### config.mk
export PLATFORM = sky130hd
export DESIGN_NAME = fit_policy_partition_allocator
export DESIGN_NICKNAME = d
export VERILOG_FILES = /design/src/rtl/fppa_pkg.sv /design/src/rtl/fppa_ctrl.sv /design/src/rtl/fppa_dpath.sv /design/src/rtl/fit_policy_partition_allocator.sv
export SDC_FILE = /design/constraint.sdc
export NUM_CORES = 1
export LEC_CHECK = 0
export BUFFER_PORTS_ARGS = -buffer_cell sky130_fd_sc_hd__buf_2
export CORE_MARGIN = 1.5
export CORE_UTILIZATION = 55
export DETAILED_ROUTE_END_ITERATION = 8
export GPL_ROUTABILITY_DRIVEN = 0
export GPL_TIMING_DRIVEN = 0
export PLACE_DENSITY_LB_ADDON = 0.12
export SYNTH_ARGS = -nofsm -noshare
export SYNTH_HDL_FRONTEND = slang
export SYNTH_HIERARCHICAL = 1
export SYNTH_SLANG_ARGS = --single-unit
### constraint.sdc
create_clock -name clock -period 5.6 [get_ports clock]
set_input_delay 0.84 -clock clock [delete_from_list [all_inputs] [get_ports clock]]
set_output_delay 0.84 -clock clock [all_outputs]
set_load 0.02 [all_outputs]
### src/rtl/fppa_pkg.sv
// ----------------------------------------------------------------------------
// fppa_pkg: shared constants and types for the partition allocator
// Sizes, register indexes, policy codes and the control/status bundles
// between the controller and the datapath.
// ----------------------------------------------------------------------------
package fppa_pkg;

   localparam int NUM_PARTITIONS = 16;
   localparam int SIZE_BITS      = 16;

   // Port widths fixed by the word format
   localparam int SLOT_W  = 4;
   localparam int SIZE_W  = 16;
   localparam int CSR_W   = 5;
   localparam int CSR_IDX_W = 1;

   // Table index and search-count widths
   localparam int IDX_W = (NUM_PARTITIONS > 1) ? $clog2(NUM_PARTITIONS) : 1;
   localparam int CNT_W = $clog2(NUM_PARTITIONS + 1);

   // Register indexes
   localparam logic [CSR_IDX_W-1:0] CSR_FIT_POLICY    = 1'b0;
   localparam logic [CSR_IDX_W-1:0] CSR_BLOCKS_IN_USE = 1'b1;

   // Policy codes (the unused code behaves as first fit)
   localparam logic [1:0] POLICY_FIRST = 2'd0;
   localparam logic [1:0] POLICY_BEST  = 2'd1;
   localparam logic [1:0] POLICY_WORST = 2'd2;

   // Request kinds
   localparam logic REQ_LOAD  = 1'b0;
   localparam logic REQ_ALLOC = 1'b1;

   localparam logic [4:0] BLOCKS_RESET = 5'd16;

   typedef struct packed {
      logic load_wr;      // write a partition's free size
      logic alloc_start;  // latch request, clear the scan
      logic scan_step;    // evaluate one partition
      logic finish;       // write back and emit the result
   } fppa_cmd_type;

   typedef struct packed {
      logic limit_zero;   // configured search count is zero
      logic scan_last;    // current partition is the last one searched
   } fppa_status_type;

endpackage

### src/rtl/fppa_ctrl.sv
// ----------------------------------------------------------------------------
// fppa_ctrl: sequencer for the partition allocator
// Accepts request words and steps the datapath through the table scan.
// ----------------------------------------------------------------------------
module fppa_ctrl
   import fppa_pkg::*;
(
   input  logic            clock,
   input  logic            reset,
   input  logic            start,
   input  logic            req_type,
   input  fppa_status_type status,
   output logic            busy,
   output fppa_cmd_type    cmd
);

   typedef enum logic [2:0] {
      ST_IDLE = 3'b001,
      ST_SCAN = 3'b010,
      ST_DONE = 3'b100
   } state_type;

   state_type state_ff;
   state_type state_in;
   logic      accept;

   assign busy   = (state_ff != ST_IDLE);
   assign accept = start && !busy;

   always_comb begin
      state_in        = state_ff;
      cmd.load_wr     = 1'b0;
      cmd.alloc_start = 1'b0;
      cmd.scan_step   = 1'b0;
      cmd.finish      = 1'b0;
      case (state_ff)
         ST_IDLE: begin
            if (accept) begin
               if (req_type == REQ_LOAD) begin
                  cmd.load_wr = 1'b1;
               end else begin
                  cmd.alloc_start = 1'b1;
                  state_in = status.limit_zero ? ST_DONE : ST_SCAN;
               end
            end
         end
         ST_SCAN: begin
            cmd.scan_step = 1'b1;
            if (status.scan_last) begin
               state_in = ST_DONE;
            end
         end
         ST_DONE: begin
            cmd.finish = 1'b1;
            state_in   = ST_IDLE;
         end
         default: begin
            state_in = ST_IDLE;
         end
      endcase
   end

   always_ff @(posedge clock) begin
      if (reset) begin
         state_ff <= ST_IDLE;
      end else begin
         state_ff <= state_in;
      end
   end

   // Allocate with a nonzero search count always enters the scan
   a_alloc_scans: assert property (@(posedge clock) disable iff (reset)
      (accept && req_type == REQ_ALLOC && !status.limit_zero) |=> state_ff == ST_SCAN)
      else $error("allocate did not enter scan");

   // Write-back is always followed by idle
   a_finish_idle: assert property (@(posedge clock) disable iff (reset)
      cmd.finish |=> state_ff == ST_IDLE)
      else $error("controller not idle after finish");

   // A load never occupies the controller
   a_load_idle: assert property (@(posedge clock) disable iff (reset)
      cmd.load_wr |=> !busy)
      else $error("load left the controller busy");

endmodule

### src/rtl/fppa_dpath.sv
// ----------------------------------------------------------------------------
// fppa_dpath: free-size table, fit search and result registers
// Holds the configuration, scans one partition per step, writes back.
// ----------------------------------------------------------------------------
module fppa_dpath
   import fppa_pkg::*;
(
   input  logic                 clock,
   input  logic                 reset,
   input  logic                 csr_we,
   input  logic [CSR_IDX_W-1:0] csr_index,
   input  logic [CSR_W-1:0]     csr_wdata,
   input  logic [SLOT_W-1:0]    req_slot_index,
   input  logic [SIZE_W-1:0]    req_size_value,
   input  fppa_cmd_type         cmd,
   output fppa_status_type      status,
   output logic                 rsp_valid,
   output logic                 rsp_found,
   output logic [SLOT_W-1:0]    rsp_chosen_slot,
   output logic [SIZE_W-1:0]    rsp_free_before,
   output logic [SIZE_W-1:0]    rsp_free_after
);

   logic [1:0]           policy_ff, policy_in;
   logic [4:0]           blocks_ff, blocks_in;
   logic [1:0]           pol_ff, pol_in;        // policy latched per request
   logic [CNT_W-1:0]     limit_ff, limit_in;
   logic [SIZE_BITS-1:0] size_ff, size_in;
   logic [IDX_W-1:0]     idx_ff, idx_in;
   logic                 have_ff, have_in;
   logic [IDX_W-1:0]     pick_ff, pick_in;
   logic [SIZE_BITS-1:0] best_ff, best_in;
   logic [SIZE_BITS-1:0] table_ff [NUM_PARTITIONS];
   logic [SIZE_BITS-1:0] table_in [NUM_PARTITIONS];

   logic                 rsp_valid_ff, rsp_valid_in;
   logic                 rsp_found_ff, rsp_found_in;
   logic [SLOT_W-1:0]    rsp_slot_ff, rsp_slot_in;
   logic [SIZE_W-1:0]    rsp_before_ff, rsp_before_in;
   logic [SIZE_W-1:0]    rsp_after_ff, rsp_after_in;

   logic [SIZE_BITS-1:0] cur_val;
   logic [SIZE_BITS-1:0] remain;
   logic                 take;
   logic [CNT_W-1:0]     cfg_limit;

   // search count clamped to the table depth
   assign cfg_limit = (32'(blocks_ff) > NUM_PARTITIONS) ? CNT_W'(NUM_PARTITIONS)
                                                         : CNT_W'(blocks_ff);

   assign status.limit_zero = (blocks_ff == 5'd0);
   assign status.scan_last  = ((CNT_W'(idx_ff) + CNT_W'(1)) == limit_ff);

   assign cur_val = table_ff[idx_ff];
   assign remain  = best_ff - size_ff;

   // first fit (and the spare code) only takes the first candidate
   assign take = (cur_val >= size_ff) &&
                 (!have_ff ||
                  (pol_ff == POLICY_BEST  && cur_val < best_ff) ||
                  (pol_ff == POLICY_WORST && cur_val > best_ff));

   always_comb begin
      policy_in     = policy_ff;
      blocks_in     = blocks_ff;
      pol_in        = pol_ff;
      limit_in      = limit_ff;
      size_in       = size_ff;
      idx_in        = idx_ff;
      have_in       = have_ff;
      pick_in       = pick_ff;
      best_in       = best_ff;
      table_in      = table_ff;
      rsp_valid_in  = 1'b0;
      rsp_found_in  = rsp_found_ff;
      rsp_slot_in   = rsp_slot_ff;
      rsp_before_in = rsp_before_ff;
      rsp_after_in  = rsp_after_ff;

      if (csr_we) begin
         case (csr_index)
            CSR_FIT_POLICY:    policy_in = csr_wdata[1:0];
            CSR_BLOCKS_IN_USE: blocks_in = csr_wdata[4:0];
            default: ;
         endcase
      end

      if (cmd.load_wr && (32'(req_slot_index) < NUM_PARTITIONS)) begin
         table_in[IDX_W'(req_slot_index)] = SIZE_BITS'(req_size_value);
      end

      if (cmd.alloc_start) begin
         pol_in   = policy_ff;
         limit_in = cfg_limit;
         size_in  = SIZE_BITS'(req_size_value);
         idx_in   = '0;
         have_in  = 1'b0;
         pick_in  = '0;
         best_in  = '0;
      end

      if (cmd.scan_step) begin
         idx_in = idx_ff + IDX_W'(1);
         if (take) begin
            have_in = 1'b1;
            pick_in = idx_ff;
            best_in = cur_val;
         end
      end

      if (cmd.finish) begin
         rsp_valid_in = 1'b1;
         rsp_found_in = have_ff;
         if (have_ff) begin
            table_in[pick_ff] = remain;
            rsp_slot_in   = SLOT_W'(pick_ff);
            rsp_before_in = SIZE_W'(best_ff);
            rsp_after_in  = SIZE_W'(remain);
         end else begin
            rsp_slot_in   = '0;
            rsp_before_in = '0;
            rsp_after_in  = '0;
         end
      end
   end

   always_ff @(posedge clock) begin
      if (reset) begin
         policy_ff    <= POLICY_FIRST;
         blocks_ff    <= BLOCKS_RESET;
         rsp_valid_ff <= 1'b0;
         have_ff      <= 1'b0;
         for (int i = 0; i < NUM_PARTITIONS; i++) begin
            table_ff[i] <= '0;
         end
      end else begin
         policy_ff    <= policy_in;
         blocks_ff    <= blocks_in;
         rsp_valid_ff <= rsp_valid_in;
         have_ff      <= have_in;
         table_ff     <= table_in;
      end
   end

   always_ff @(posedge clock) begin
      pol_ff        <= pol_in;
      limit_ff      <= limit_in;
      size_ff       <= size_in;
      idx_ff        <= idx_in;
      pick_ff       <= pick_in;
      best_ff       <= best_in;
      rsp_found_ff  <= rsp_found_in;
      rsp_slot_ff   <= rsp_slot_in;
      rsp_before_ff <= rsp_before_in;
      rsp_after_ff  <= rsp_after_in;
   end

   assign rsp_valid       = rsp_valid_ff;
   assign rsp_found       = rsp_found_ff;
   assign rsp_chosen_slot = rsp_slot_ff;
   assign rsp_free_before = rsp_before_ff;
   assign rsp_free_after  = rsp_after_ff;

   // Result strobe only follows a write-back
   a_rsp_after_finish: assert property (@(posedge clock) disable iff (reset)
      rsp_valid_ff |-> $past(cmd.finish))
      else $error("result strobe without finish");

   // A granted request never grows the free size
   a_after_le_before: assert property (@(posedge clock) disable iff (reset)
      (rsp_valid_ff && rsp_found_ff) |-> rsp_after_ff <= rsp_before_ff)
      else $error("free size grew on allocate");

   // A miss reports all zero fields
   a_miss_zero: assert property (@(posedge clock) disable iff (reset)
      (rsp_valid_ff && !rsp_found_ff) |->
         (rsp_slot_ff == '0 && rsp_before_ff == '0 && rsp_after_ff == '0))
      else $error("miss carries nonzero fields");

endmodule

### src/rtl/fit_policy_partition_allocator.sv
// ----------------------------------------------------------------------------
// fit_policy_partition_allocator: first/best/worst fit partition allocator
// Keeps a free-size table for fixed partitions and grants allocate requests.
// ----------------------------------------------------------------------------
// Usage:
//   Request words enter on req_* when start is high and busy is low. A load
//   word (req_type 0) writes one partition's free size in the accept cycle,
//   gives no result and leaves busy low. An allocate word (req_type 1) scans
//   partitions 0 .. min(blocks_in_use,16)-1, one per cycle, through a
//   single compare unit, then writes the chosen partition back.
//   After the accept, the controller scans the searched partitions (the
//   clamped search count, 16 by default), then writes the result back and
//   registers it with rsp_valid. A new word can be accepted in the strobe
//   cycle; loads are taken at one per cycle while no allocate is busy.
//   The result side has no back-pressure: rsp_* are valid only in the
//   rsp_valid cycle and must be captured then.
//   Configuration (csr_we, csr_index, csr_wdata) must be written only while
//   idle, not enforced by the block: index 0 fit policy, index 1 blocks in use.
//   Reset (synchronous, active high) clears all free sizes to zero, sets
//   first fit and a search count of 16, and drops busy.
// ----------------------------------------------------------------------------
module fit_policy_partition_allocator
   import fppa_pkg::*;
(
   input  logic                 clock,
   input  logic                 reset,
   // request channel
   input  logic                 start,
   output logic                 busy,
   input  logic                 req_type,
   input  logic [SLOT_W-1:0]    req_slot_index,
   input  logic [SIZE_W-1:0]    req_size_value,
   // result channel
   output logic                 rsp_valid,
   output logic                 rsp_found,
   output logic [SLOT_W-1:0]    rsp_chosen_slot,
   output logic [SIZE_W-1:0]    rsp_free_before,
   output logic [SIZE_W-1:0]    rsp_free_after,
   // configuration port
   input  logic                 csr_we,
   input  logic [CSR_IDX_W-1:0] csr_index,
   input  logic [CSR_W-1:0]     csr_wdata
);

   fppa_cmd_type    cmd;
   fppa_status_type status;

   // sequencer: accept, scan steps, write-back
   fppa_ctrl u_ctrl (
      .clock    (clock),
      .reset    (reset),
      .start    (start),
      .req_type (req_type),
      .status   (status),
      .busy     (busy),
      .cmd      (cmd)
   );

   // table, fit compare and result registers
   fppa_dpath u_dpath (
      .clock           (clock),
      .reset           (reset),
      .csr_we          (csr_we),
      .csr_index       (csr_index),
      .csr_wdata       (csr_wdata),
      .req_slot_index  (req_slot_index),
      .req_size_value  (req_size_value),
      .cmd             (cmd),
      .status          (status),
      .rsp_valid       (rsp_valid),
      .rsp_found       (rsp_found),
      .rsp_chosen_slot (rsp_chosen_slot),
      .rsp_free_before (rsp_free_before),
      .rsp_free_after  (rsp_free_after)
   );

endmodule
==> results.cfg <==
[layout]
area_growth_syn_to_layout_pct = 11.90
drive_gt1_share_pct = 16.43
final_cell_mix = dfxtp_1, a211oi_1, nor2_1, nand2_1, mux2i_1
final_common_cell = dfxtp_1
utilization_pct = 62.63
nNetsFinal = 2064
design_area_um2 = 21060

[clocking]
h-tree-depth = 2
clk_pin_slew_ns = 0.06
cts-resized-gates = 0
holdBufCountCts = 0
cts.sinks = 352
cts_buffer_depth = 3
cts_buffers = 39
cts_setup_buffers = 0
tritoncts = built
clk-insertion-delay-late_ns = 0.53
clockRootBuffer = clkbuf_16

[sta]
finalWorstSetupSlack_ns = 0.2251
rsz0062_at_grt = no
tightest_slew_ns = 1.243
layout_min_cycle_time_ns = 5.375
hold_viol = 0
period_share_pct = 95.98
setup_violations = 0
relSlewSlack_pct = 17.13
clock_skew_ns = 0.01538
slew_viol_final = 0
finalSetupTns_ns = 0
max_clock_freq_mhz = 186.1

[floorplan]
die_area_um2 = 35330
row_count = 67
die_y_um = 188.0
boundaryPins = 70
start_util_pct = 55.97
core_area_um2 = 33620
die_x_um = 188.0

[global_route]
gr-total-overflow = 0
grtUsageTotal_pct = 34.20
antenna_found_initial = 2
grt_max_degree = 28
grt_pass1_vias = 15450
grt_pass1_wl_um = 91870

[detailed_routing]
finalWirelength_um = 60790
vias = 15780
antenna_left = 0
wire_per_inst_um = 24.68
drt_first_pass_iters = 7
drc = 0
avgViaCountPerCell = 6.408
drtIter0Drc = 1588

[placement]
placed_area_um2 = 19750
dp_worst_setup_slack_ns = 0.4129
portBuffers = 67
hpwl_um = 47970

[pwr]
p_seq_share_pct = 46.9
p_clk_share_pct = 46.4
swShare_pct = 23.80
p_int_mw = 4.247
p_leak_nw = 7.707
combPwrFrac_pct = 6.7
power.switching_mw = 1.326
power_density_nw_per_um2 = 264.7
peakVddDrop_mv = 0.2183

[critical_path]
critPathMaxStageDelay_ns = 0.86
cp_max_fo = 10
crit_slowest_cell = clkbuf_1
cp.arrival_ns = 5.79
start_kind = flop
crit_family = buffers and inverters
cp-end-kind = flop
cp_num_buf_inv = 3
reg2reg_slack_ns = 0.23
worstSetupPathType = reg -> reg
path_cells = clkbuf_1 -> clkbuf_1 -> mux4_2 -> mux4_2 -> ha_1 -> nand4_1 -> a2111oi_1 -> nor4_1 -> and4bb_2 -> buf_4 -> mux2_2
cp.required_ns = 6.01

[logic_synthesis]
avgSynthCellArea_um2 = 10.05
ys_warn_count = 6
ys_ff_latch = 352
synthCells = 1873
syn_nets = 1953
yosysUniqueCellTypes = 73
synth-seq-area-share_pct = 40.86
synth.cell_area_um2 = 18820
synth-edff-count = 64
synthArstFlopShare_pct = 0
synth_ff_type = dfxtp_1

[flow_run]
max-cap-violations = 0

[min_path]
min_path_type = reg -> reg

[outcome]
status = finished, final reports clean
registers in the layout, summed over array words and instances (netlist names):
| signal | flops |
|---|---|
| u_ctrl/state_ff | 3 |
| u_dpath/idx_ff | 4 |
| u_dpath/policy_ff | 2 |
| u_dpath/pol_ff | 2 |
| u_dpath/rsp_valid | 1 |
| u_dpath/rsp_found | 1 |
| u_dpath/rsp_free_after | 16 |
| u_dpath/pick_ff | 4 |
| u_dpath/rsp_chosen_slot | 4 |
| u_dpath/best_ff | 16 |
| u_dpath/have_ff | 1 |
| u_dpath/size_ff | 16 |
| u_dpath/table_ff | 256 |
| u_dpath/blocks_ff | 5 |
| u_dpath/rsp_free_before | 16 |
| u_dpath/limit_ff | 5 |
cell type report:
class / count / area, um^2
plain buffers: 163 / 735.7
fillers: 2847 / 12560
clock inverters: 8 / 41.29
repair buffers: 70 / 369.1
well taps: 448 / 560.5
multi-input cells: 1319 / 10250
flip-flops and latches: 352 / 7687
diodes: 1 / 2.502
clock buffers: 63 / 1261
inverters: 39 / 146.4
routing by layer:
layer | share of wire, % | GRT usage (%) | wire length (um) | vias up
li1 | - | - | - | 7159
met1 | 40 | 43.70 | 24230 | 7680
met2 | 47 | 56.60 | 28360 | 765
met3 | 8.3 | 5.821 | 5057 | 178
met4 | 5.2 | 16.00 | 3146 | 0
met5 | 0 | 0 | 0 | -
cell usage after synthesis, types with 5 or more instances:
| master | n | area, um^2 |
|---|---|---|
| inv_1 | 38 | 142.6 |
| o21ai_0 | 21 | 105.1 |
| nand2_1 | 145 | 544.3 |
| buf_4 | 5 | 37.54 |
| buf_1 | 5 | 18.77 |
| a311oi_1 | 18 | 157.7 |
| mux2_4 | 13 | 195.2 |
| clkbuf_1 | 110 | 412.9 |
| nor2_1 | 214 | 803.3 |
| nor3_1 | 11 | 55.05 |
| xnor2_1 | 7 | 61.31 |
| and2_1 | 14 | 87.58 |
| mux4_2 | 80 | 1802 |
| a21o_1 | 37 | 277.8 |
| ha_1 | 48 | 600.6 |
| xor2_1 | 7 | 61.31 |
| buf_2 | 39 | 195.2 |
| dfxtp_1 | 288 | 5766 |
| o21a_1 | 5 | 37.54 |
| edfxtp_1 | 64 | 1922 |
| mux2i_1 | 126 | 1261 |
| mux2_2 | 35 | 394.1 |
| a21oi_1 | 64 | 320.3 |
| nand3_1 | 20 | 100.1 |
| nor2b_1 | 78 | 488.0 |
| nand4_1 | 8 | 50.05 |
| nand2b_1 | 16 | 100.1 |
| a31o_2 | 7 | 61.31 |
| and3_1 | 22 | 137.6 |
| a211oi_1 | 264 | 1982 |
metrics by stage:
| stage | total power [mW] | instances | hold slack, ns |
|---|---|---|---|
| global route | 5.728 | 2462 | 0.4686 |
| global placement | 3.022 | 2388 | 0.4330 |
| floorplan | 2.882 | 1873 | 0.4080 |
| finish | 5.573 | 2463 | 0.4670 |
| CTS | 5.588 | 2462 | 0.4557 |
| detailed placement | 3.030 | 2391 | 0.4215 |
kinds of logic after synthesis:
| group | count (synthesis) | synth area share (%) |
|---|---|---|
| buffers and inverters | 202 | 4.688 |
| adders and majority gates | 49 | 3.298 |
| AOI/OAI and AO/OA | 448 | 17.24 |
| and+or+nand+nor | 549 | 13.50 |
| muxes | 257 | 19.59 |
| xor gates and xnor gates | 16 | 0.8246 |
| DFF | 352 | 40.86 |
power by group through the flow:
stage               clock network, mW  registers, mW  logic [mW]
floorplan                           0           2.66       0.220
global placement                    0           2.67       0.356
detailed placement                  0           2.67       0.363
CTS                              2.61           2.61       0.365
global route                     2.72           2.61       0.394
finish                           2.59           2.61       0.375
path summary, 6_finish.rpt:
check | endpoint | start | depth (start not counted)
worst min register to register | u_dpath/pol_ff[0]$_DFFE_PP_ | u_dpath/policy_ff[0]$_SDFFE_PP0P_ | 0
worst min-delay path | u_dpath/pol_ff[0]$_DFFE_PP_ | u_dpath/policy_ff[0]$_SDFFE_PP0P_ | 0
worst max-delay path | u_dpath/best_ff[15]$_DFF_P_ | u_dpath/idx_ff[1]$_SDFFCE_PN0P_ | 11
worst max register to register | u_dpath/best_ff[15]$_DFF_P_ | u_dpath/idx_ff[1]$_SDFFCE_PN0P_ | 11
Power figures use the tool's default switching activity.
